<file path="config.mk">
export PLATFORM = sky130hd
export DESIGN_NAME = tlr_stamp
export DESIGN_NICKNAME = d
export VERILOG_FILES = /design/src/hdl/tlr_pkg.sv /design/src/hdl/tlr_stamp.sv
export SDC_FILE = /design/constraint.sdc
export NUM_CORES = 1
export LEC_CHECK = 0
export ABC_CLOCK_PERIOD_IN_PS = 8650
export BUFFER_PORTS_ARGS = -buffer_cell sky130_fd_sc_hd__buf_2
export CORE_ASPECT_RATIO = 1.2
export CORE_MARGIN = 3
export CORE_UTILIZATION = 40
export DETAILED_ROUTE_END_ITERATION = 12
export PLACE_DENSITY = 0.63
export SLEW_MARGIN = 20
export SYNTH_ARGS = -nofsm -noshare
export SYNTH_HDL_FRONTEND = slang
export SYNTH_SLANG_ARGS = --single-unit
</file>
<file path="constraint.sdc">
create_clock -name clock -period 8.65 [get_ports clock]
set_input_delay 0 -clock clock [delete_from_list [all_inputs] [get_ports clock]]
set_output_delay 0 -clock clock [all_outputs]
set_load 0.02 [all_outputs]
</file>
<file path="src/hdl/tlr_pkg.sv">
// Shared types, sizes and command codes for the thick line rasterizer.
// No dependencies; tlr_stamp, the rasterizer top and the bench import this package.
`default_nettype none

package tlr_pkg;

   // frame and brush geometry
   localparam int FRAME_WIDTH  = 240;
   localparam int FRAME_HEIGHT = 240;
   localparam int MAX_BRUSH    = 24;
   localparam int BOX_MARGIN   = 2;

   // derived sizes
   localparam int DEPTH  = FRAME_WIDTH * FRAME_HEIGHT;
   localparam int XW     = $clog2(FRAME_WIDTH);
   localparam int YW     = $clog2(FRAME_HEIGHT);
   localparam int AW     = $clog2(DEPTH);
   localparam int RW     = $clog2(MAX_BRUSH / 2 + 1);
   localparam int OW     = RW + 1;
   localparam int SQW    = 2 * OW + 1;
   localparam int MAXDIM = (FRAME_WIDTH > FRAME_HEIGHT) ? FRAME_WIDTH : FRAME_HEIGHT;
   localparam int CW     = $clog2(MAXDIM + MAX_BRUSH) + 3;

   // command codes
   localparam logic [1:0] CMD_DRAW  = 2'd0;
   localparam logic [1:0] CMD_CLEAR = 2'd1;
   localparam logic [1:0] CMD_READ  = 2'd2;

   // register index taken from paddr[2]
   localparam logic REG_BACKGROUND = 1'b0;

   // segment handed to the stamp engine
   typedef struct packed {
      logic [XW-1:0] x0;
      logic [YW-1:0] y0;
      logic [XW-1:0] x1;
      logic [YW-1:0] y1;
      logic [RW-1:0] radius;
   } stamp_cmd_type;

   // pixel writes coming back from the stamp engine
   typedef struct packed {
      logic          en;
      logic [AW-1:0] addr;
      logic          done;
   } stamp_wr_type;

   // clamp a signed 12-bit coordinate into 0..hi
   function automatic logic [11:0] clamp_coord(input logic signed [11:0] v, input int hi);
      logic [11:0] res;
      if (v < 0) begin
         res = '0;
      end else if (int'(v) > hi) begin
         res = 12'(hi);
      end else begin
         res = v;
      end
      return res;
   endfunction

   // brush width clamped to 1..MAX_BRUSH, halved, at least one
   function automatic logic [RW-1:0] radius_of(input logic [7:0] bw);
      logic [7:0] w;
      logic [7:0] r;
      if (bw == 8'd0) begin
         w = 8'd1;
      end else if (bw > 8'(MAX_BRUSH)) begin
         w = 8'(MAX_BRUSH);
      end else begin
         w = bw;
      end
      r = w >> 1;
      if (r == 8'd0) begin
         r = 8'd1;
      end
      return RW'(r);
   endfunction

   // clamp a box edge into 0..hi and keep the low eight bits
   function automatic logic [7:0] clamp_box(input logic signed [CW-1:0] v, input int hi);
      logic [7:0] res;
      if (v < 0) begin
         res = 8'd0;
      end else if (v > hi) begin
         res = 8'(hi);
      end else begin
         res = 8'(v);
      end
      return res;
   endfunction

endpackage

`default_nettype wire

</file>
<file path="src/hdl/tlr_stamp.sv">
// Stamp engine: walks a Bresenham segment and scans a filled disk at every step,
// producing one frame store write address per cycle. Depends on tlr_pkg.
`default_nettype none

module tlr_stamp import tlr_pkg::*; (
   input  wire logic          clock,
   input  wire logic          reset,
   input  wire logic          start,
   input  wire stamp_cmd_type cmd,
   output      stamp_wr_type  wr
);

   // walker state
   logic                  active_ff, active_in;
   logic signed [CW-1:0]  x_ff, x_in, y_ff, y_in;
   logic signed [CW-1:0]  x1_ff, x1_in, y1_ff, y1_in;
   logic signed [CW-1:0]  dx_ff, dx_in, dy_ff, dy_in;
   logic signed [CW-1:0]  err_ff, err_in;
   logic                  sx_neg_ff, sx_neg_in, sy_neg_ff, sy_neg_in;
   logic signed [OW-1:0]  ox_ff, ox_in, oy_ff, oy_in, rad_ff, rad_in;
   logic signed [SQW-1:0] rsq_ff, rsq_in;

   // disk test stage
   logic                  pa_v_ff, pa_last_ff, pa_ok_ff;
   logic signed [CW-1:0]  pa_x_ff, pa_y_ff;

   // write stage
   logic                  wr_en_ff, done_ff;
   logic [AW-1:0]         wr_addr_ff;

   logic signed [CW-1:0]  sx0, sy0, sx1, sy1, e2;
   logic signed [OW-1:0]  rad_new;
   logic signed [SQW-1:0] rad_w, ox_w, oy_w, ox_sq, oy_sq;
   logic                  ox_end, oy_end, at_end, step_x, step_y, in_disk, in_frame;

   // segment setup values
   always_comb begin
      sx0     = CW'(cmd.x0);
      sy0     = CW'(cmd.y0);
      sx1     = CW'(cmd.x1);
      sy1     = CW'(cmd.y1);
      rad_new = signed'({1'b0, cmd.radius});
      rad_w   = SQW'(rad_new);
   end

   // disk membership and walk decisions
   always_comb begin
      ox_w    = SQW'(ox_ff);
      oy_w    = SQW'(oy_ff);
      ox_sq   = ox_w * ox_w;
      oy_sq   = oy_w * oy_w;
      in_disk = (ox_sq + oy_sq) <= rsq_ff;
      ox_end  = (ox_ff == rad_ff);
      oy_end  = (oy_ff == rad_ff);
      at_end  = (x_ff == x1_ff) && (y_ff == y1_ff);
      e2      = err_ff <<< 1;
      step_x  = e2 > -dy_ff;
      step_y  = e2 < dx_ff;
   end

   // next walker state
   always_comb begin
      active_in = active_ff;
      x_in      = x_ff;
      y_in      = y_ff;
      x1_in     = x1_ff;
      y1_in     = y1_ff;
      dx_in     = dx_ff;
      dy_in     = dy_ff;
      err_in    = err_ff;
      sx_neg_in = sx_neg_ff;
      sy_neg_in = sy_neg_ff;
      ox_in     = ox_ff;
      oy_in     = oy_ff;
      rad_in    = rad_ff;
      rsq_in    = rsq_ff;
      if (start) begin
         active_in = 1'b1;
         x_in      = sx0;
         y_in      = sy0;
         x1_in     = sx1;
         y1_in     = sy1;
         dx_in     = (sx1 > sx0) ? sx1 - sx0 : sx0 - sx1;
         dy_in     = (sy1 > sy0) ? sy1 - sy0 : sy0 - sy1;
         err_in    = dx_in - dy_in;
         sx_neg_in = !(sx0 < sx1);
         sy_neg_in = !(sy0 < sy1);
         rad_in    = rad_new;
         rsq_in    = rad_w * rad_w;
         ox_in     = -rad_new;
         oy_in     = -rad_new;
      end else if (active_ff) begin
         if (!ox_end) begin
            ox_in = ox_ff + OW'(1);
         end else begin
            ox_in = -rad_ff;
            if (!oy_end) begin
               oy_in = oy_ff + OW'(1);
            end else begin
               oy_in = -rad_ff;
               if (at_end) begin
                  active_in = 1'b0;
               end else begin
                  // one Bresenham step
                  err_in = err_ff - (step_x ? dy_ff : CW'(0)) + (step_y ? dx_ff : CW'(0));
                  if (step_x) begin
                     x_in = sx_neg_ff ? x_ff - CW'(1) : x_ff + CW'(1);
                  end
                  if (step_y) begin
                     y_in = sy_neg_ff ? y_ff - CW'(1) : y_ff + CW'(1);
                  end
               end
            end
         end
      end
   end

   // walker registers
   always_ff @(posedge clock) begin
      if (reset) begin
         active_ff <= 1'b0;
      end else begin
         active_ff <= active_in;
      end
      x_ff      <= x_in;
      y_ff      <= y_in;
      x1_ff     <= x1_in;
      y1_ff     <= y1_in;
      dx_ff     <= dx_in;
      dy_ff     <= dy_in;
      err_ff    <= err_in;
      sx_neg_ff <= sx_neg_in;
      sy_neg_ff <= sy_neg_in;
      ox_ff     <= ox_in;
      oy_ff     <= oy_in;
      rad_ff    <= rad_in;
      rsq_ff    <= rsq_in;
   end

   // disk test stage
   always_ff @(posedge clock) begin
      if (reset) begin
         pa_v_ff    <= 1'b0;
         pa_last_ff <= 1'b0;
      end else begin
         pa_v_ff    <= active_ff;
         pa_last_ff <= active_ff && ox_end && oy_end && at_end;
      end
      pa_ok_ff <= in_disk;
      pa_x_ff  <= x_ff + CW'(ox_ff);
      pa_y_ff  <= y_ff + CW'(oy_ff);
   end

   // clip to the frame and form the linear address
   always_comb begin
      in_frame = (pa_x_ff >= 0) && (pa_x_ff < FRAME_WIDTH) &&
                 (pa_y_ff >= 0) && (pa_y_ff < FRAME_HEIGHT);
   end

   always_ff @(posedge clock) begin
      if (reset) begin
         wr_en_ff <= 1'b0;
         done_ff  <= 1'b0;
      end else begin
         wr_en_ff <= pa_v_ff && pa_ok_ff && in_frame;
         done_ff  <= pa_last_ff;
      end
      wr_addr_ff <= AW'(pa_y_ff[YW-1:0]) * AW'(FRAME_WIDTH) + AW'(pa_x_ff[XW-1:0]);
   end

   assign wr.en   = wr_en_ff;
   assign wr.addr = wr_addr_ff;
   assign wr.done = done_ff;

endmodule

`default_nettype wire

</file>
Word level (Yosys, flattened, before mapping)
Index checks and enable logic that the tools add are counted.

word-level totals
  output and inout bits = 18
  logic and storage cells = 122
  input bits = 39
  flip-flop bits (word level) = 149

operators by class
  add/subtract/negate cells = 20
  eq/ne operators = 5
  multiply operators = 4
  mux-type cells = 35
  reduce and logical (&&, ||, !) cells = 22
  order comparisons = 11
  bitwise operators = 1

operator list
  operator                                                                        count
  12-bit two-way mux                                                              11
  8-bit two-way mux                                                               12
  8-bit by 8-bit subtractor with 9-bit output                                     4
  5-bit two-way mux                                                               7
  12-bit by 2-bit adder with 12-bit output (second input constant)                2
  12-bit by 5-bit adder with 12-bit output                                        2
  12-bit by 9-bit == test with 1-bit output                                       2
  12-bit by 1-bit >= comparator with 1-bit output (second input constant)         2
  12-bit by 9-bit less-than comparator with 1-bit output (second input constant)  2
  12-bit subtractor                                                               2
  12-bit by 2-bit subtractor with 12-bit output (second input constant)           2
  5-bit by 5-bit multiplier with 10-bit output                                    2
  5-bit AND reduction                                                             4
  16-bit by 8-bit adder with 16-bit output                                        1
  8-bit > comparator                                                              2
  8-bit less-than comparator                                                      2
  12-bit adder                                                                    1
  12-bit > comparator                                                             1
  12-bit less-than comparator                                                     1
  8-bit by 4-bit multiplier with 12-bit output (second input constant)            1
  12-bit negation                                                                 1
  10-bit by 10-bit adder with 11-bit output                                       1
  11-bit less-or-equal comparator                                                 1
  5-bit by 2-bit adder with 5-bit output (second input constant)                  2
  other kinds (11)                                                                30

Logic depth before layout (Yosys ltp)
  word-level depth = 10
  mapped depth = 23
  depth with buffers taken out = 23

Worst setup path after synthesis
No wires, ideal clock.

  kind = flip-flop to flip-flop
  start point = register oy_ff[4]
  end point = register pa_ok_ff
  arrival = 5239 ps
  path slack = 3297 ps
  path buffers = 1
  clock period less this slack = 5353 ps
  setup time = 114 ps
  stages on the path, launching flop included = 20
  required time = 8536 ps
  path through = edfxtp_1 -> clkbuf_1 -> nand2_1 -> inv_1 -> fa_1 -> inv_1 -> fa_1 -> fa_1 -> inv_1 -> fa_1 -> fa_1 -> fa_1 -> a21o_1 -> a21oi_1 -> xnor2_1 -> ha_1 -> nand2_1 -> o21ai_0 -> o21ai_0 -> a21o_1

on the way
  longest elaborated chain between the ends = 3

RTL lines
  what                                          RTL line          source
  start, declared                               tlr_stamp.sv:20   logic signed [OW-1:0] ox_ff, ox_in, oy_ff, oy_in, rad_ff, rad_in;
  start signal, assigned                        tlr_stamp.sv:135  oy_ff <= oy_in;
  5-bit by 5-bit multiplier with 10-bit output  tlr_stamp.sv:51   oy_sq = oy_w * oy_w;
  10-bit by 10-bit adder with 11-bit output     tlr_stamp.sv:52   in_disk = (ox_sq + oy_sq) <= rsq_ff;
  11-bit less-or-equal comparator               tlr_stamp.sv:52
  via in_disk                                   tlr_stamp.sv:34   logic ox_end, oy_end, at_end, step_x, step_y, in_disk, in_frame;
  end signal, assigned                          tlr_stamp.sv:149  pa_ok_ff <= in_disk;
  end, declared                                 tlr_stamp.sv:24   logic pa_v_ff, pa_last_ff, pa_ok_ff;

The timed path passes the listed nets, and every way through them passes these cells.
A chain may end at the register's enable or synchronous reset.

Final worst setup path
Ends and elaborated chain as after synthesis.

==> impl_metrics.csv <==
group,metric,value,unit
cts,clockBufferDepth,2,
cells_and_area,synthToLayoutAreaGrowth,12.2,%
synthesis,synthTopCellsByCount,"205 x inv_1, 190 x ha_1, 99 x nand2_1",
synthesis,ys_ff_latch,137,
routing,via_count,9784,
pwr,p_leak,6.97,nW
synthesis,synth-edff-count,83,
pwr,power_frac_seq,17.4,%
die,dieArea,0.0351,mm2
die,die_x,172,um
die,core,0.0323,mm2
synthesis,yosysTopAreaCell,"edfxtp_1",
routing,wl,29200,um
timing,holdWs,0.0284,ns
hold_path,min_to,"rsq_ff[7]",
timing,slew_viol_final,0,
routing,drt-initial-drc-count,559,
place,hpwl,23500,um
global_route,grt.overflow.total,0,
routing,wl_per_cell,15.3,um
critical_path,max_stage_delay,0.78,ns
timing,finalCritPeriodShare,65.9,%
pwr,switching_power,2.89,mW
hold_path,worstHoldPathCells,1,
critical_path,worstRegToRegCells,18,
synthesis,yosysMostFrequentCell,"inv_1",
critical_path,worstPathArrival,6.02,ns
pwr,p_int,3.39,mW
cts,cts_tree,"yes",
synthesis,avgSynthCellArea,9.39,um2
cells_and_area,antenna_cells,0,
cts,clk_latency,0.43,ns
synthesis,synth_area_leaders,"edfxtp_1 19%, ha_1 18%, fa_1 11%",
timing,max_freq,175,MHz
cts,clockRootBuffer,"clkbuf_16",
critical_path,path_buf_inv,3,
critical_path,path_delay_family,"adder cells",
run,cap_violations,0,
synthesis,synth_top_cell_area_share,19.0,%
die,rows,72,
cts,cts_setup_buffers,0,
timing,finalSetupTns,0,ns
global_route,grt_pass1_vias,9936,
cells_and_area,drive_above_1_share,6.74,%
pwr,vdd_drop_max,501,uV
pwr,pwr-share-comb,71.3,%
pwr,clockPowerShare,11.3,%
place,portBuffers,56,
critical_path,critPathKind,"flip-flop to flip-flop",
critical_path,required,8.97,ns
pwr,p_per_area,426,mW/mm2
synthesis,synth_area,0.0132,mm2
pwr,p_sw_share,46.0,%
critical_path,regToRegStartpoint,"oy_ff[4]",
cts,cts_resized,0,
cts,cts_hold_buf,37,
die,start_util,40.7,%
place,postPlaceCellArea,0.0138,mm2
critical_path,path_common_cell,"fa_1",
critical_path,setup.worst_path.end_class,"flip-flop",
cts,htree_num_levels,4,
global_route,grt_usage,17.3,%
routing,drc_errors,0,
timing,rsz0062_at_grt,"no",
cells_and_area,fillers,3050,
critical_path,path_cells,"nand2_1, inv_1, fa_1, inv_1, fa_1, fa_1, inv_1, fa_1, fa_1, fa_1, a21o_1, a21oi_1, xnor2_1, ha_1, nand2_1, o21ai_0, o21ai_0, a21o_1",
cells_and_area,fin_area,0.0148,mm2
die,io_pins,57,
critical_path,reg2reg_to,"pa_ok_ff",
hold_path,min_from,"start",
cts,clkTransAtPathRegs,0.07,ns
routing,first_pass_iters,5,
global_route,grt_max_degree,79,
hold_path,hold_path.class,"primary input to flip-flop",
cells_and_area,final_nets,1788,
cts,cts_buffers,17,
critical_path,cp_max_fo,19,
timing,slew_headroom,42.4,%
cts,cts.sinks,137,
synthesis,synth_seq_area_share,27.2,%
synthesis,yosysWarnings,0,
global_route,grt_pass1_wl,48900,um
synthesis,synth_ff_type,"edfxtp_1",
critical_path,rrSetupSlack,2.95,ns
timing,hold_violations,0,
synthesis,async_reset_ff_share,0,%
synthesis,synth_cell_type_count,73,
status,status,"finished, final reports clean",
timing,worst_slew_pin_slew,0.857,ns
die,die_h,205,um
timing,min_period,5.70,ns
global_route,antenna_found_initial,0,
timing,setup_viol,0,
timing,skew,0.0144,ns
place,gp_congestion,0.880,
critical_path,start_kind,"flip-flop",
synthesis,syn_nets,1703,
routing,avgViaCountPerCell,5.14,
synthesis,syn_inst,1401,
critical_path,slowest_stage,"edfxtp_1",
routing,postRouteAntennaNets,0,
## placed cells by master (no fill, tap or decap), types with 6 or more instances in the layout
cell type / synthesis / routed
inv_1: 205 / 205
ha_1: 190 / 190
nand2_1: 99 / 99
a21oi_1: 83 / 83
xnor2_1: 83 / 83
edfxtp_1: 83 / 83
fa_1: 73 / 73
o21ai_0: 70 / 70
nor2_1: 62 / 62
buf_2: 5 / 55
dfxtp_1: 54 / 54
xor2_1: 52 / 52
a21o_1: 38 / 38
dlygate4sd3_1: 0 / 37
nor2b_1: 26 / 26
nor3_1: 25 / 25
nand3_1: 24 / 24
and2_1: 22 / 22
clkbuf_16: 0 / 19
mux2i_1: 15 / 15
o21a_1: 12 / 12
nand4_1: 12 / 12
o211ai_1: 11 / 11
nand2b_1: 10 / 10
or3_1: 10 / 10
nor4_1: 9 / 9
o21bai_1: 7 / 7
and3_1: 6 / 6
a211oi_1: 6 / 6
mux2_2: 6 / 6
## flip-flops by register name, summed over array words and instances (netlist names), 4 cells and up
register,flops
dx_ff,9
dy_ff,9
err_ff,11
ox_ff,5
oy_ff,5
pa_x_ff,12
pa_y_ff,12
rad_ff,4
rsq_ff,6
wr_addr_ff,16
x1_ff,8
x_ff,12
y1_ff,8
y_ff,12
## stage by stage
step / instances / power, mW / worst slack [ns] / utilization [%]
after global routing: 1905 / 7.07 / 2.53 / 45.6
after floorplan: 1401 / 4.68 / 3.30 / -
after CTS: 1905 / 6.35 / 2.91 / 45.6
after detailed placement: 1837 / 5.59 / 2.92 / 42.7
after global placement: 1837 / 5.46 / 3.10 / 42.7
final: 1905 / 6.28 / 2.95 / 45.6
## kinds of logic after synthesis
family,after synthesis,synth area share [%]
AND/OR/NAND/NOR,324,12.1
AO/OA/AOI/OAI,285,13.8
adder cells (fa/ha/maj),263,29.2
buffers and inverters,235,6.87
flip-flops,137,27.2
XOR/XNOR,136,9.16
multiplexers,21,1.66
## worst max path at each step
stage	start	end	depth (start not counted)
global placement	oy_ff[4]	pa_ok_ff	18
finish	oy_ff[4]	pa_ok_ff	18
detailed placement	oy_ff[4]	pa_ok_ff	18
global route	oy_ff[4]	pa_ok_ff	18
floorplan	oy_ff[4]	pa_ok_ff	19
CTS	oy_ff[4]	pa_ok_ff	18
## per-layer routing
metal,track usage (%),part of all wire [%],vias up
met5,0,0,-
met1,21.5,44,4610
li1,-,-,4964
met4,5.78,2.9,0
met2,30.7,50,164
met3,2.37,3.2,46
## power by group through the flow
stage / Combinational, mW / Sequential, mW / Clock [mW]
after detailed placement: 4.48 / 1.11 / 0
after global routing: 5.20 / 1.12 / 0.753
after floorplan: 3.59 / 1.09 / 0
after global placement: 4.35 / 1.11 / 0
final: 4.48 / 1.09 / 0.711
after CTS: 4.53 / 1.10 / 0.723
## final cells by class
cell class                      instances  area (um2)  area share, %
Tap cell                              407         509           3.45
Clock buffer                           21         483           3.27
Clock inverter                         10        80.1          0.543
Timing Repair Buffer                   94         661           4.48
Sequential cell                       137        3570           24.2
Inverter                              207         777           5.26
Multi-Input combinational cell       1029        8670           58.8
No activity file was read; power rests on OpenSTA's default activity.
